**src/rtl/pbs_nice_div.sv**
```systemverilog
// restoring divider for the niceness ratio sleep*10/(sleep+run)
// no dependencies; quotient is 0..10 so four steps suffice
module pbs_nice_div (
  input  logic        clk_i,
  input  logic        rst_ni,
  input  logic        start_i,
  input  logic [31:0] sleep_i,
  input  logic [31:0] run_i,
  output logic        done_o,
  output logic [3:0]  nice_o
);

  logic [36:0] num_q, num_d;
  logic [32:0] den_q, den_d;
  logic [3:0]  quo_q, quo_d;
  logic [2:0]  cnt_q, cnt_d;
  logic        busy_q, busy_d;
  logic        zero_q, zero_d;
  logic [36:0] trial;

  // shifted denominator for the current quotient bit
  always_comb begin
    trial = 37'(den_q) << (cnt_q - 3'd1);
  end

  always_comb begin
    num_d = num_q; den_d = den_q; quo_d = quo_q; cnt_d = cnt_q;
    busy_d = busy_q; zero_d = zero_q;
    if (start_i) begin
      num_d = ({5'd0, sleep_i} << 3) + ({5'd0, sleep_i} << 1);
      den_d = {1'b0, sleep_i} + {1'b0, run_i};
      zero_d = (sleep_i == 32'd0) && (run_i == 32'd0);
      quo_d = 4'd0;
      cnt_d = 3'd4;
      busy_d = 1'b1;
    end else if (busy_q) begin
      if (num_q >= trial) begin
        num_d = num_q - trial;
        quo_d = quo_q | (4'd1 << (cnt_q - 3'd1));
      end
      cnt_d = cnt_q - 3'd1;
      if (cnt_q == 3'd1) busy_d = 1'b0;
    end
  end

  always_ff @(posedge clk_i or negedge rst_ni) begin
    if (!rst_ni) begin
      busy_q <= 1'b0;
      cnt_q  <= 3'd0;
    end else begin
      busy_q <= busy_d;
      cnt_q  <= cnt_d;
    end
  end

  always_ff @(posedge clk_i) begin
    num_q <= num_d; den_q <= den_d; quo_q <= quo_d; zero_q <= zero_d;
  end

  assign done_o = busy_q && (cnt_q == 3'd1);
  assign nice_o = zero_q ? 4'd5 :
                  ((num_q >= trial) ? (quo_q | (4'd1 << (cnt_q - 3'd1))) : quo_q);

endmodule

```
**config.mk**
```make
export PLATFORM = sky130hd
export DESIGN_NAME = pbs_nice_div
export DESIGN_NICKNAME = d
export VERILOG_FILES = /design/src/rtl/pbs_nice_div.sv
export SDC_FILE = /design/constraint.sdc
export NUM_CORES = 1
export LEC_CHECK = 0
export ABC_AREA = 1
export BUFFER_PORTS_ARGS = -buffer_cell sky130_fd_sc_hd__clkbuf_2
export CAP_MARGIN = 20
export CORE_UTILIZATION = 45
export DETAILED_ROUTE_END_ITERATION = 10
export SYNTH_ARGS = -nofsm -noshare
export SYNTH_HDL_FRONTEND = slang
export SYNTH_SLANG_ARGS = --single-unit
```
**constraint.sdc**
```tcl
create_clock -name clk_i -period 5.8 [get_ports clk_i]
set_input_delay 1.16 -clock clk_i [delete_from_list [all_inputs] [get_ports clk_i]]
set_output_delay 1.16 -clock clk_i [all_outputs]
set_load 0.02 [all_outputs]
```
==> parameters.txt <==
Parameter                              Value

Synth
  Adder and majority gate portion of the synthesized area    0.125
  Area share of the largest cell type after synthesis    0.222
  Post-Synthesis Net Count    1984
  Sequential fraction of the synthesis area    0.212
  Fraction of the mapped netlist area in compound gates    0.154
  Average cell area after synthesis    6.03 um^2
  Prevailing post-synth register cell    sky130_fd_sc_hd__edfxtp_1
  Share of the synthesized netlist area taken by xor and xnor gates    0.0272
  Biggest area contributors in the synthesized netlist    sky130_fd_sc_hd__nand2_1 22%, sky130_fd_sc_hd__edfxtp_1 20%, sky130_fd_sc_hd__ha_1 12%, sky130_fd_sc_hd__inv_1 7.6%, sky130_fd_sc_hd__a21oi_1 5.7%
  Post-synthesis share of cell area spent on and, or, nand and nor gates    0.391
  Number of different library cells in the post-synthesis netlist    between 40 and 50
  Most frequent cell after synthesis    sky130_fd_sc_hd__nand2_1
  Post-synthesis instance area    ~0.011 mm^2
  Top cells by instance count after synthesis    646 x sky130_fd_sc_hd__nand2_1, 221 x sky130_fd_sc_hd__inv_1, 166 x sky130_fd_sc_hd__nor2_1
  Number of enable-type register cells in the synthesized netlist    between 70 and 80
  Number of synthesized register bits    between 70 and 80
  Portion of netlist area occupied by mux cells    0.00367
  Number of warnings issued by yosys    0
  Fraction of registers with async set or reset after synthesis    0.0506
  Library cell with the largest summed area after synthesis    sky130_fd_sc_hd__nand2_1
  Synthesized instance count    1810
  Largest family of logic cells by synthesized area    simple AND/OR/NAND/NOR gates

Global route
  Number of antenna violations at the first check in global routing    1
  Global-route wire length before repair    roughly 60 mm
  Via count of the first global-routing pass    11100
  Total global-route track usage    0.313
  Total congestion overflow    0
  Pin count of the biggest net entering global routing    48

Power
  Worst ir drop on vdd    between 0.2 and 0.3 mV
  Power per unit of standard cell area    ~630 mW/mm^2
  Power consumption    approximately 7500 uW
  Leakage power    0.00605 uW

Run status
  Status    complete, no violations

Placed design
  Detailed-placement wirelength estimate    around 33 mm
  Post-place instance area    around 0.012 mm^2
  GP Congestion    between 0.9 and 1
  Port Buffers    between 70 and 80

Worst setup path
  Depth of the worst register-to-register path    16
  Stage delay of the slowest cell on the critical path    between 0.4 and 0.5 ns
  Reg-to-reg slack, setup    1.38 ns
  Crit-path slowest cell    sky130_fd_sc_hd__clkinvlp_4
  Type of the worst setup path    reg -> out
  Largest fanout on the critical path    29
  Capturing instance or port of the critical path    nice_o[1]
  CP Cell Sequence    inv_2 > ha_1 > xor2_2 > clkinvlp_4 > o21ai_0 > inv_1 > ha_1 > nand2_1 > nor2_1 > nand2_1 > nor2_1 > nand3_1 > nand2_1 > nor2_1 > nand2_4 > nand2_2 > a21oi_1 > clkbuf_2
  Crit. End Element    primary output
  CP arrival    about 4.2 ns
  CP Launch Point    cnt_q[0]
  Data required time at the worst endpoint    approximately 4.6 ns
  Kind of start point of the critical path    flip-flop
  FF-to-FF Start    cnt_q[0]
  Capture point of the worst reg-to-reg path    num_q[8]

STA
  Slew Limit Fails    0
  Actual slew at the worst max-slew pin    0.743 ns
  Peak clock frequency supported by timing    between 150 and 200 MHz
  Fin. Hold Viols    0
  Worst-case clock skew    0.00871 ns
  Max_slew headroom    0.505
  Hold Slack    approximately 0.46 ns
  Fin crit share    0.927
  Final number of setup-violating endpoints    0
  Min Tclk post-route    about 5.4 ns

Layout
  Number of nets in the layout    2048
  Cell area after layout    ~0.012 mm^2
  Share of final-layout standard cells stronger than drive strength 1    0.0713
  Growth of design area from synthesis to finish    9.54%
  Filler cells    about 2600

Die
  Die Ht    158 um
  Die Outline Area    0.0249 mm^2
  Standard cell core area    around 0.024 mm^2
  X dimension of the die    roughly 160 um
  Number of placement rows    between 50 and 60
  Effective utilization at floorplan    0.462
  Number of I/O pins    72

Detailed routing
  Count of TritonRoute iterations in the first routing pass    5
  Routed vias/inst    about 5.5
  Post-Route WL    38.5 mm
  Vias after detailed routing    12100
  Final ANT Viol Nets    0
  Residual DRC count    0
  Iteration-0 DRC Markers    986
  Routed wire per std cell    between 15 and 20 um

Clocking
  Htree depth    3
  Clock tree from TritonCTS    done
  CTS resizes    0
  Number of clock sinks    slightly below 80
  Cts hold-fix bufs    0
  Source-to-sink clock delay at the later pin of the worst-skew pair    between 0.3 and 0.4 ns
  Buffer depth of the longest clock path    2
  Setup Buffers After CTS    0
  Clock-pin slew of the registers on the worst-case setup and hold paths    roughly 0.07 ns
  Clock buffer count from CTS    9
  Root buffer selected by CTS    sky130_fd_sc_hd__clkbuf_16

Run
  Max-cap check violation count    0

Worst hold path
  Class of the tightest hold or removal check    reg -> reg
==> report_power, final <==
group          internal (uW)  total, uW  leakage (uW)  switching, uW
logic                   1830       5900       0.00512           4070
clock network            305        584      0.000144            279
registers                965       1060      0.000788           99.3
==> per-stage QoR <==
stage	setup slack, ns	setup TNS (ns)	instances	util
after detailed placement	0.762	0	2181	0.493
after floorplan	0.369	0	1810	-
after global routing	-0.00908	-0.00908	2198	0.507
after CTS	0.365	0	2197	0.506
after global placement	0.847	0	2181	0.493
final	0.426	0	2199	0.507
==> layout make-up <==
class	count	area, um^2	area share
multi-input combinational	1476	7660	0.640
sequential	79	2310	0.193
inverter	226	852	0.0712
timing repair buffer	81	430	0.0360
tap	319	399	0.0334
clock buffer	9	225	0.0188
clock inverter	7	72.6	0.00607
timing repair inverter	1	7.51	0.000628
antenna	1	2.50	0.000209
==> cells by family (layout without fill, tap and decap cells) <==
kind of cell / Yosys count / in the layout
simple gates: 1020 / 1020
xor+xnor: 33 / 33
flops: 79 / 79
other cells: 0 / 1
mux: 4 / 4
buf+inv: 255 / 324
compound gates: 312 / 312
fa+ha+maj: 107 / 107
==> registers in the layout (all words and copies together), names as in the netlist <==
signal  flops
num_q      37
den_q      33
quo_q       4
cnt_q       3
busy_q      1
zero_q      1
==> critical path: cells and delay by family, from the launching register on <==
kind / cells / cell delay [ns]
xor gates and xnor gates: 1 / 0.35
AOI/OAI and AO/OA: 2 / 0.48
and+or+nand+nor: 9 / 0.94
DFF: 1 / 0.39
buffers and inverters: 4 / 1.04
adders and majority gates: 2 / 0.67
==> cells in the final DEF, fill, tap and decap left out, drive strengths merged, types with 28 or more instances in the layout <==
cell,instances
inv,229
nand3,104
nand2,658
clkbuf,79
xor2,28
a21oi,125
edfxtp,71
nor2,170
o21ai,150
ha,104
==> worst min-delay path by stage <==
stage	start	endpoint	slack, ns	depth (start not counted)
floorplan	quo_q[0]	quo_q[0]	0.43	2
global placement	quo_q[2]	quo_q[2]	0.44	2
detailed placement	quo_q[2]	quo_q[2]	0.45	2
CTS	quo_q[0]	quo_q[0]	0.46	2
global route	quo_q[1]	quo_q[1]	0.49	2
finish	quo_q[2]	quo_q[2]	0.46	2
==> per-layer routing <==
| layer | vias up | track usage | wire (um) |
|---|---|---|---|
| met5 | - | 0 | 0 |
| met4 | 0 | 0.101 | 1220 |
| met3 | 68 | 0.0287 | 2250 |
| met2 | 427 | 0.531 | 17300 |
| met1 | 5486 | 0.415 | 17700 |
| li1 | 6082 | - | - |
Note: power is estimated with default switching activity, not from simulation.
