$ cat src/rtl/pbs_ram.sv
// generic ram with one write port and one registered read port
// no dependencies
module pbs_ram #(
  parameter int unsigned Width = 8,
  parameter int unsigned Depth = 16
) (
  input  logic                     clk_i,
  input  logic                     we_i,
  input  logic [$clog2(Depth)-1:0] waddr_i,
  input  logic [Width-1:0]         wdata_i,
  input  logic [$clog2(Depth)-1:0] raddr_i,
  output logic [Width-1:0]         rdata_o
);

  logic [Width-1:0] mem_q [Depth];

  // write port and registered read port
  always_ff @(posedge clk_i) begin
    if (we_i) begin
      mem_q[waddr_i] <= wdata_i;
    end
    rdata_o <= mem_q[raddr_i];
  end

endmodule

$ cat config.mk
export PLATFORM = sky130hd
export DESIGN_NAME = pbs_ram
export DESIGN_NICKNAME = d
export VERILOG_FILES = /design/src/rtl/pbs_ram.sv
export SDC_FILE = /design/constraint.sdc
export NUM_CORES = 1
export LEC_CHECK = 0
export BUFFER_PORTS_ARGS = -buffer_cell sky130_fd_sc_hd__buf_2
export CORE_ASPECT_RATIO = 0.75
export CORE_MARGIN = 2
export CORE_UTILIZATION = 55
export CTS_CLUSTER_SIZE = 40
export DETAILED_ROUTE_END_ITERATION = 10
export PLACE_DENSITY = 0.84
export SYNTH_ARGS = -nofsm -noshare
export SYNTH_HDL_FRONTEND = slang
export SYNTH_SLANG_ARGS = --single-unit
$ cat constraint.sdc
create_clock -name clk_i -period 3.2 [get_ports clk_i]
set_input_delay 0.64 -clock clk_i [delete_from_list [all_inputs] [get_ports clk_i]]
set_output_delay 0.64 -clock clk_i [all_outputs]
set_load 0.02 [all_outputs]
==> run summary, run 1 <==
## Outcome
• **outcome** finished clean

## Timing
• **portion of the clock cycle consumed by the worst path in the final layout** 61.24%
• **final worst clock skew** 0.009140 ns
• **setup violators final** 0
• **final hold violations** 0
• **unrepaired setup endpoints after global routing** no
• **Pins Over Slew Limit** 0
• **worst-case headroom to the max-slew limit** 38.62%
• **highest achievable clock rate** 510.3 MHz
• **Tmin final** 1.960 ns
• **Fin Setup TNS** 0 ns
• **fin worst setup slack** 1.240 ns
• **worst slack on hold paths** 0.6085 ns
• **slew at the pin closest to its max-slew limit** 0.9173 ns

## Power
• **fraction of power consumed by combinational cells** 4.7%
• **leakage power summed over all cells** 2.012 nW
• **Flop pwr share** 50.6%
• **portion of total power attributed to the clock network** 44.6%
• **cell-internal power** 3.167 mW
• **worst ir drop on vdd** 540.0 uV
• **Sw Ratio** 20.10%
• **switching pwr** 0.7964 mW
• **areal power density over the cells** 663.0 mW/mm2

## Worst setup path
• **reg-to-reg critical path endpoint** rdata_o[5]$_DFF_P_
• **start-to-end type of the worst setup path** input pin to register
• **start of the worst register-to-register path** mem_q[9][5]$_DFFE_PP_
• **endpoint required time on the critical path** 3.49 ns
• **Crit path arrival time** 2.25 ns
• **CP startpoint kind** input pin
• **endpoint type of the worst setup path** register
• **maximum fanout encountered on the critical timing path** 17
• **worst reg2reg path depth** 3
• **R2R Setup Slk** 1.86 ns

## Finish
• **Util after Layout** 65.81%
• **area taken by flip-flops and latches** 0.004004 mm2
• **antenna diode count** 0
• **ratio of cells with drive above 1 in the final layout** 28.32%
• **area of all placed cells without fillers** 0.005978 mm2
• **NumNets Final** 291
• **relative area change from synthesis to final layout** 16.14%
• **area occupied by multi-input gates** 0.001057 mm2
• **number of fillers in the final layout** 597

## Floorplan
• **Floorplan Core Area** 0.009084 mm2
• **row count** 30
• **effective utilization at floorplan** 56.67%
• **die area** 0.01016 mm2
• **x dimension of the die** 115.7 um
• **number of ports placed on the die boundary** 26
• **die height** 87.78 um

## Global route
• **residual overflow from global routing** 0
• **wire length of the first global-routing pass** 14.01 mm
• **maximum number of pins on one net before global-route repair** 33
• **via count of the first global-routing pass** 2463
• **GRT Overall Usage** 20.94%
• **initial antenna violation count** 0

## Synth
• **post-synth top area share** 74.67%
• **netlist area before placement** 0.005147 mm2
• **ranking of synthesized cells by area** sky130_fd_sc_hd__edfxtp_1 (75%), sky130_fd_sc_hd__mux4_2 (7.9%), sky130_fd_sc_hd__mux4_1 (7.1%)
• **number of enable-type register cells in the synthesized netlist** 128
• **total number of yosys warnings** 0
• **count of unique library cells instantiated by Yosys** 19
• **post-synthesis sequential element count** 136
• **Seq/Total Area, Yosys** 77.78%
• **cell count after synthesis** 229
• **cell taking the most area after synthesis** sky130_fd_sc_hd__edfxtp_1
• **Synth Net Count** 247
• **most instantiated flip-flop cell in the synthesis netlist** sky130_fd_sc_hd__edfxtp_1
• **proportion of synthesized flip-flops having asynchronous set or reset** 0%
• **average cell area after synthesis** 22.48 um2

## Routing
• **drt pass-1 iters** 4
• **via/cell ratio** 5.853
• **count of unresolved DRC violations after routing** 0
• **average wire length per cell after detail routing** 22.87 um
• **ANT nets after route** 0
• **Final Routed Wirelength** 9.468 mm
• **Detailed Route Iter0 Violations** 318
• **vias** 2423

## CTS
• **clock sinks** 136
• **maximum number of buffers from clock root to sink** 2
• **Post-CTS Hold Buffers** 0
• **post-cts resize count** 0
• **clock latency reported for the late side of the worst-skew pair** 0.41 ns
• **root buffer selected by CTS** sky130_fd_sc_hd__clkbuf_16
• **count of H-tree levels built during CTS** 4
• **clock-pin slew on the worst setup and hold paths** 0.06 ns
• **number of buffers created by CTS** 17
• **TritonCTS clock tree** done
• **# Post-CTS Setup Buffers** 0

## Worst hold path
• **hold path depth** 1
• **min-delay src** wdata_i[0]
• **worst hold path class** input pin to register
• **Worst Hold Endpoint** mem_q[7][0]$_DFFE_PP_

## Placement
• **Area after DPL** 0.005434 mm2
• **last weighted congestion value of the routability-driven placer** 0.7529
• **DP Wirelength** 5.877 mm
• **pre-CTS WS** 0.8175 ns
• **port buffer count** 25

## Job
• **total of max-cap violations** 0

-- worst max-delay path by stage --
stage                     startpoint               endpoint  slack [ns]  cells after the start
after CTS                 raddr_i[0]     rdata_o[5]$_DFF_P_        1.24                      5
after detailed placement  raddr_i[0]     rdata_o[2]$_DFF_P_        0.82                      5
final                     raddr_i[0]     rdata_o[5]$_DFF_P_        1.24                      5
after floorplan           waddr_i[2]  mem_q[0][0]$_DFFE_PP_        1.07                      2
after global routing      raddr_i[0]     rdata_o[5]$_DFF_P_        1.17                      5
after global placement    raddr_i[0]     rdata_o[6]$_DFF_P_        0.86                      5
-- worst max-delay path, cell delays in order --
cell and delay, ns:
sky130_fd_sc_hd__buf_2 0.43, sky130_fd_sc_hd__buf_12 0.25, sky130_fd_sc_hd__mux4_1 0.58, sky130_fd_sc_hd__a22oi_1 0.24
sky130_fd_sc_hd__nand2_1 0.09
-- state kept, by name (all words and copies together) (netlist names) --
signal   cells
mem_q      128
rdata_o      8
-- cells by family after synthesis --
logic type	synth area share [%]
DFF	77.78
and+or+nand+nor	3.184
muxes	15.02
AOI/OAI and AO/OA	2.334
buffers and inverters	1.677
-- cell type report --
class                           instances  share of cell area, %
Multi-Input combinational cell         83                  17.69
Sequential cell                       136                  66.97
Timing Repair Buffer                   35                  3.558
Clock inverter                          9                  1.277
Tap cell                              128                  2.679
Clock buffer                           23                  7.828
-- power groups by stage --
stage,Sequential (mW),Combinational [mW],Clock [mW]
after floorplan,2.05,0.101,0
after global placement,2.04,0.182,0
after detailed placement,2.04,0.189,0
after CTS,2.01,0.190,1.79
after global routing,2.01,0.204,1.87
final,2.01,0.187,1.77
-- metrics by stage --
step / std cells / power [mW]
2_1_floorplan: 229 / 2.153
3_3_place_gp: 382 / 2.222
3_5_place_dp: 382 / 2.232
4_1_cts: 414 / 3.990
5_1_grt: 414 / 4.087
6_report: 414 / 3.963
-- placed cells by master (no fill, tap or decap), types with 2 or more instances in the layout --
cell                         count
sky130_fd_sc_hd__mux4_1         14
sky130_fd_sc_hd__nor2_1         13
sky130_fd_sc_hd__clkbuf_1        4
sky130_fd_sc_hd__edfxtp_1      128
sky130_fd_sc_hd__dfxtp_1         8
sky130_fd_sc_hd__buf_2          25
sky130_fd_sc_hd__clkbuf_8        2
sky130_fd_sc_hd__clkbuf_16      17
sky130_fd_sc_hd__nand2_1         9
sky130_fd_sc_hd__nand2b_1        2
sky130_fd_sc_hd__nand3b_1        2
sky130_fd_sc_hd__a22oi_1        16
sky130_fd_sc_hd__nor3_1          4
sky130_fd_sc_hd__clkinv_2        4
sky130_fd_sc_hd__buf_4           9
sky130_fd_sc_hd__mux4_2         18
sky130_fd_sc_hd__clkinvlp_4      3
-- cells in the mapped netlist (2+ instances only) --
| library cell | instances |
|---|---|
| sky130_fd_sc_hd__nor2_1 | 13 |
| sky130_fd_sc_hd__a22oi_1 | 16 |
| sky130_fd_sc_hd__nand3b_1 | 2 |
| sky130_fd_sc_hd__buf_2 | 3 |
| sky130_fd_sc_hd__nor3_1 | 4 |
| sky130_fd_sc_hd__dfxtp_1 | 8 |
| sky130_fd_sc_hd__edfxtp_1 | 128 |
| sky130_fd_sc_hd__nand2_1 | 9 |
| sky130_fd_sc_hd__nand2b_1 | 2 |
| sky130_fd_sc_hd__buf_6 | 3 |
| sky130_fd_sc_hd__mux4_1 | 14 |
| sky130_fd_sc_hd__mux4_2 | 18 |
| sky130_fd_sc_hd__clkdlybuf4s25_2 | 3 |
-- metal layers --
layer	share of wire, %	wire (um)	track usage (%)	up-vias
met5	0	0	0	-
met1	43	4084	29.17	1250
met4	1.5	145	7.359	0
li1	-	-	-	1065
met3	7.1	669	6.644	14
met2	48	4568	32.11	94
Power figures use the tool's default switching activity.
==> inputs of run 2 (changes only) <==
- clock period: 3.2 -> 2 ns (I/O delays scaled with it)
==> run 2 against run 1 <==
  * First-iteration DRC count down 19%
  * Via count up 1.4%
  * Sequential share of layout area down 1.5 points
  * Sequential cell count unchanged
  * Clock power up 71%
  * Clock skew down 0.0019 ns
  * Worst hold slack worse by 0.24 ns
  * Worst setup slack worse by 0.65 ns
  * Wire length up 2.6%
  * Critical endpoint is now rdata_o[3]$_DFF_P_
==> run summary, run 2 (synthesized netlist as in run 1, its figures left out) <==
## Placement
• **Area after DPL** 0.005529 mm2, +1.7%
• **dpl cells** 393, +2.9%
• **last weighted congestion value of the routability-driven placer** 0.7783, +3.4%
• **port buffer count** 25, unchanged
• **pre-CTS WS** 0.1791 ns, -0.6384 ns
• **DP Wirelength** 6.012 mm, +2.3%

## Floorplan
• **row count** 30, unchanged
• **die height** 87.78 um, unchanged
• **die area** 0.01016 mm2, unchanged
• **Floorplan Core Area** 0.009084 mm2, unchanged
• **number of ports placed on the die boundary** 26, unchanged
• **effective utilization at floorplan** 56.67%, unchanged
• **x dimension of the die** 115.7 um, unchanged

## Finish
• **commonest non-fill, non-tap cell in the layout** sky130_fd_sc_hd__edfxtp_1
• **max reg flops** 128, unchanged
• **NumNets Final** 302, +3.8%
• **Util after Layout** 67.33%, +1.5 points
• **largest reg by FF count** mem_q
• **relative area change from synthesis to final layout** 18.81%
• **Non-Filler Instances** 425, +2.7%
• **Regs by FF count** mem_q x128, rdata_o x8
• **antenna diode count** 0, unchanged
• **area of all placed cells without fillers** 0.006116 mm2, +2.3%
• **most used cells in the layout excluding fill and tap cells** sky130_fd_sc_hd__edfxtp_1 (128), sky130_fd_sc_hd__buf_2 (25), sky130_fd_sc_hd__buf_4 (19)
• **ratio of cells with drive above 1 in the final layout** 31.65%, +3.3 points

## Worst hold path
• **hold path depth** 1, unchanged
• **min-delay src** wdata_i[5]
• **worst hold path class** input pin to register
• **Worst Hold Endpoint** mem_q[10][5]$_DFFE_PP_

## Job
• **total of max-cap violations** 0, unchanged

## CTS
• **Post-CTS Hold Buffers** 0, unchanged
• **clock-pin slew on the worst setup and hold paths** 0.06 ns, about the same
• **TritonCTS clock tree** done
• **maximum number of buffers from clock root to sink** 2, unchanged
• **number of buffers created by CTS** 17, unchanged
• **clock latency reported for the late side of the worst-skew pair** 0.41 ns, about the same
• **root buffer selected by CTS** sky130_fd_sc_hd__clkbuf_16
• **count of H-tree levels built during CTS** 4, unchanged
• **post-cts resize count** 0, unchanged
• **# Post-CTS Setup Buffers** 0, unchanged
• **clock sinks** 136, unchanged

## Routing
• **vias** 2456, +1.4%
• **Final Routed Wirelength** 9.713 mm, +2.6%
• **average wire length per cell after detail routing** 22.85 um, about the same
• **wl on met1** 4.406 mm, +7.9%
• **top layer reached by signal wires** met4
• **count of unresolved DRC violations after routing** 0, unchanged
• **via/cell ratio** 5.779, -1.3%
• **drt pass-1 iters** 4, unchanged
• **WL met2** 4.548 mm, -0.44%
• **ANT nets after route** 0, unchanged
• **met3 WL post-DR** 678 um, +1.3%
• **Detailed Route Iter0 Violations** 258, -19%

## Timing
• **final hold violations** 0, unchanged
• **Fin Setup TNS** 0 ns, unchanged
• **worst-case headroom to the max-slew limit** 73.77%, +35 points
• **Tmin final** 1.412 ns
• **unrepaired setup endpoints after global routing** no
• **final worst clock skew** 0.007238 ns, -0.001902 ns
• **slew at the pin closest to its max-slew limit** 0.3935 ns, -0.5238 ns
• **fin worst setup slack** 0.5881 ns, -0.6521 ns
• **highest achievable clock rate** 708.2 MHz
• **portion of the clock cycle consumed by the worst path in the final layout** 70.60%
• **Pins Over Slew Limit** 0, unchanged
• **setup violators final** 0, unchanged
• **worst slack on hold paths** 0.3708 ns, -0.2376 ns

## Worst setup path
• **endpoint required time on the critical path** 2.29 ns, -1.20 ns
• **start-to-end type of the worst setup path** input pin to register
• **Crit path arrival time** 1.70 ns, -0.55 ns
• **CP startpoint kind** input pin
• **start of the worst register-to-register path** mem_q[2][2]$_DFFE_PP_
• **maximum fanout encountered on the critical timing path** 12, -5
• **worst reg2reg path depth** 3, unchanged
• **R2R Setup Slk** 0.63 ns, -1.23 ns
• **reg-to-reg critical path endpoint** rdata_o[2]$_DFF_P_
• **endpoint type of the worst setup path** register

## Power
• **areal power density over the cells** 1072 mW/mm2, +62%
• **overall power consumption** 6.555 mW, +65%
• **leakage power summed over all cells** 2.095 nW, +4.1%
• **worst ir drop on vdd** 672.6 uV, +25%

## Global route
• **GRT Overall Usage** 21.55%, +0.61 points
• **maximum number of pins on one net before global-route repair** 33, unchanged
• **residual overflow from global routing** 0, unchanged
• **via count of the first global-routing pass** 2503, +1.6%
• **wire length of the first global-routing pass** 14.62 mm, +4.4%
• **initial antenna violation count** 0, unchanged

## Outcome
• **outcome** finished clean

run 2: changes by cell type in the layout (fill, tap and decap cells not counted):
cell                        delta
sky130_fd_sc_hd__buf_4        +10
sky130_fd_sc_hd__clkinv_4      +2
sky130_fd_sc_hd__clkinv_1      +1
sky130_fd_sc_hd__clkbuf_8      -2
sky130_fd_sc_hd__bufinv_16     +2
sky130_fd_sc_hd__clkbuf_1      -3
sky130_fd_sc_hd__buf_12        +1
run 2: how the worst max path moves through the flow:
stage / from / endpoint / slack, ns / cells past startpoint
after detailed placement: raddr_i[0] / rdata_o[3]$_DFF_P_ / 0.18 / 5
after CTS: raddr_i[0] / rdata_o[1]$_DFF_P_ / 0.60 / 5
after floorplan: waddr_i[2] / mem_q[0][0]$_DFFE_PP_ / 0.11 / 2
final: raddr_i[0] / rdata_o[3]$_DFF_P_ / 0.59 / 5
after global routing: raddr_i[0] / rdata_o[2]$_DFF_P_ / 0.53 / 5
after global placement: raddr_i[0] / rdata_o[3]$_DFF_P_ / 0.20 / 5
run 2: layer usage:
layer,vias up,GRT usage (%)
li1,1089,-
met1,1264,30.98
met2,92,31.90
met3,11,6.159
met4,0,8.766
met5,-,0
run 2: critical path, stage by stage:
cell and delay [ns]:
sky130_fd_sc_hd__buf_2 0.12, sky130_fd_sc_hd__buf_4 0.25, sky130_fd_sc_hd__mux4_1 0.59, sky130_fd_sc_hd__a22oi_1 0.25
sky130_fd_sc_hd__nand2_1 0.08
run 2: final cells by class:
| cell class | instances | area (um2) |
|---|---|---|
| Clock buffer | 18 | 429.2 |
| Timing Repair Buffer | 46 | 307.8 |
| Tap cell | 128 | 160.2 |
| Clock inverter | 14 | 157.7 |
| Fill cell | 592 | 2968 |
| Multi-Input combinational cell | 83 | 1057 |
| Sequential cell | 136 | 4004 |
run 2: where the power goes:
group / switching, mW / internal (mW) / total [mW]
Combinational: 0.186 / 0.131 / 0.317
Sequential: 0.0212 / 3.19 / 3.21
Clock: 1.09 / 1.94 / 3.03
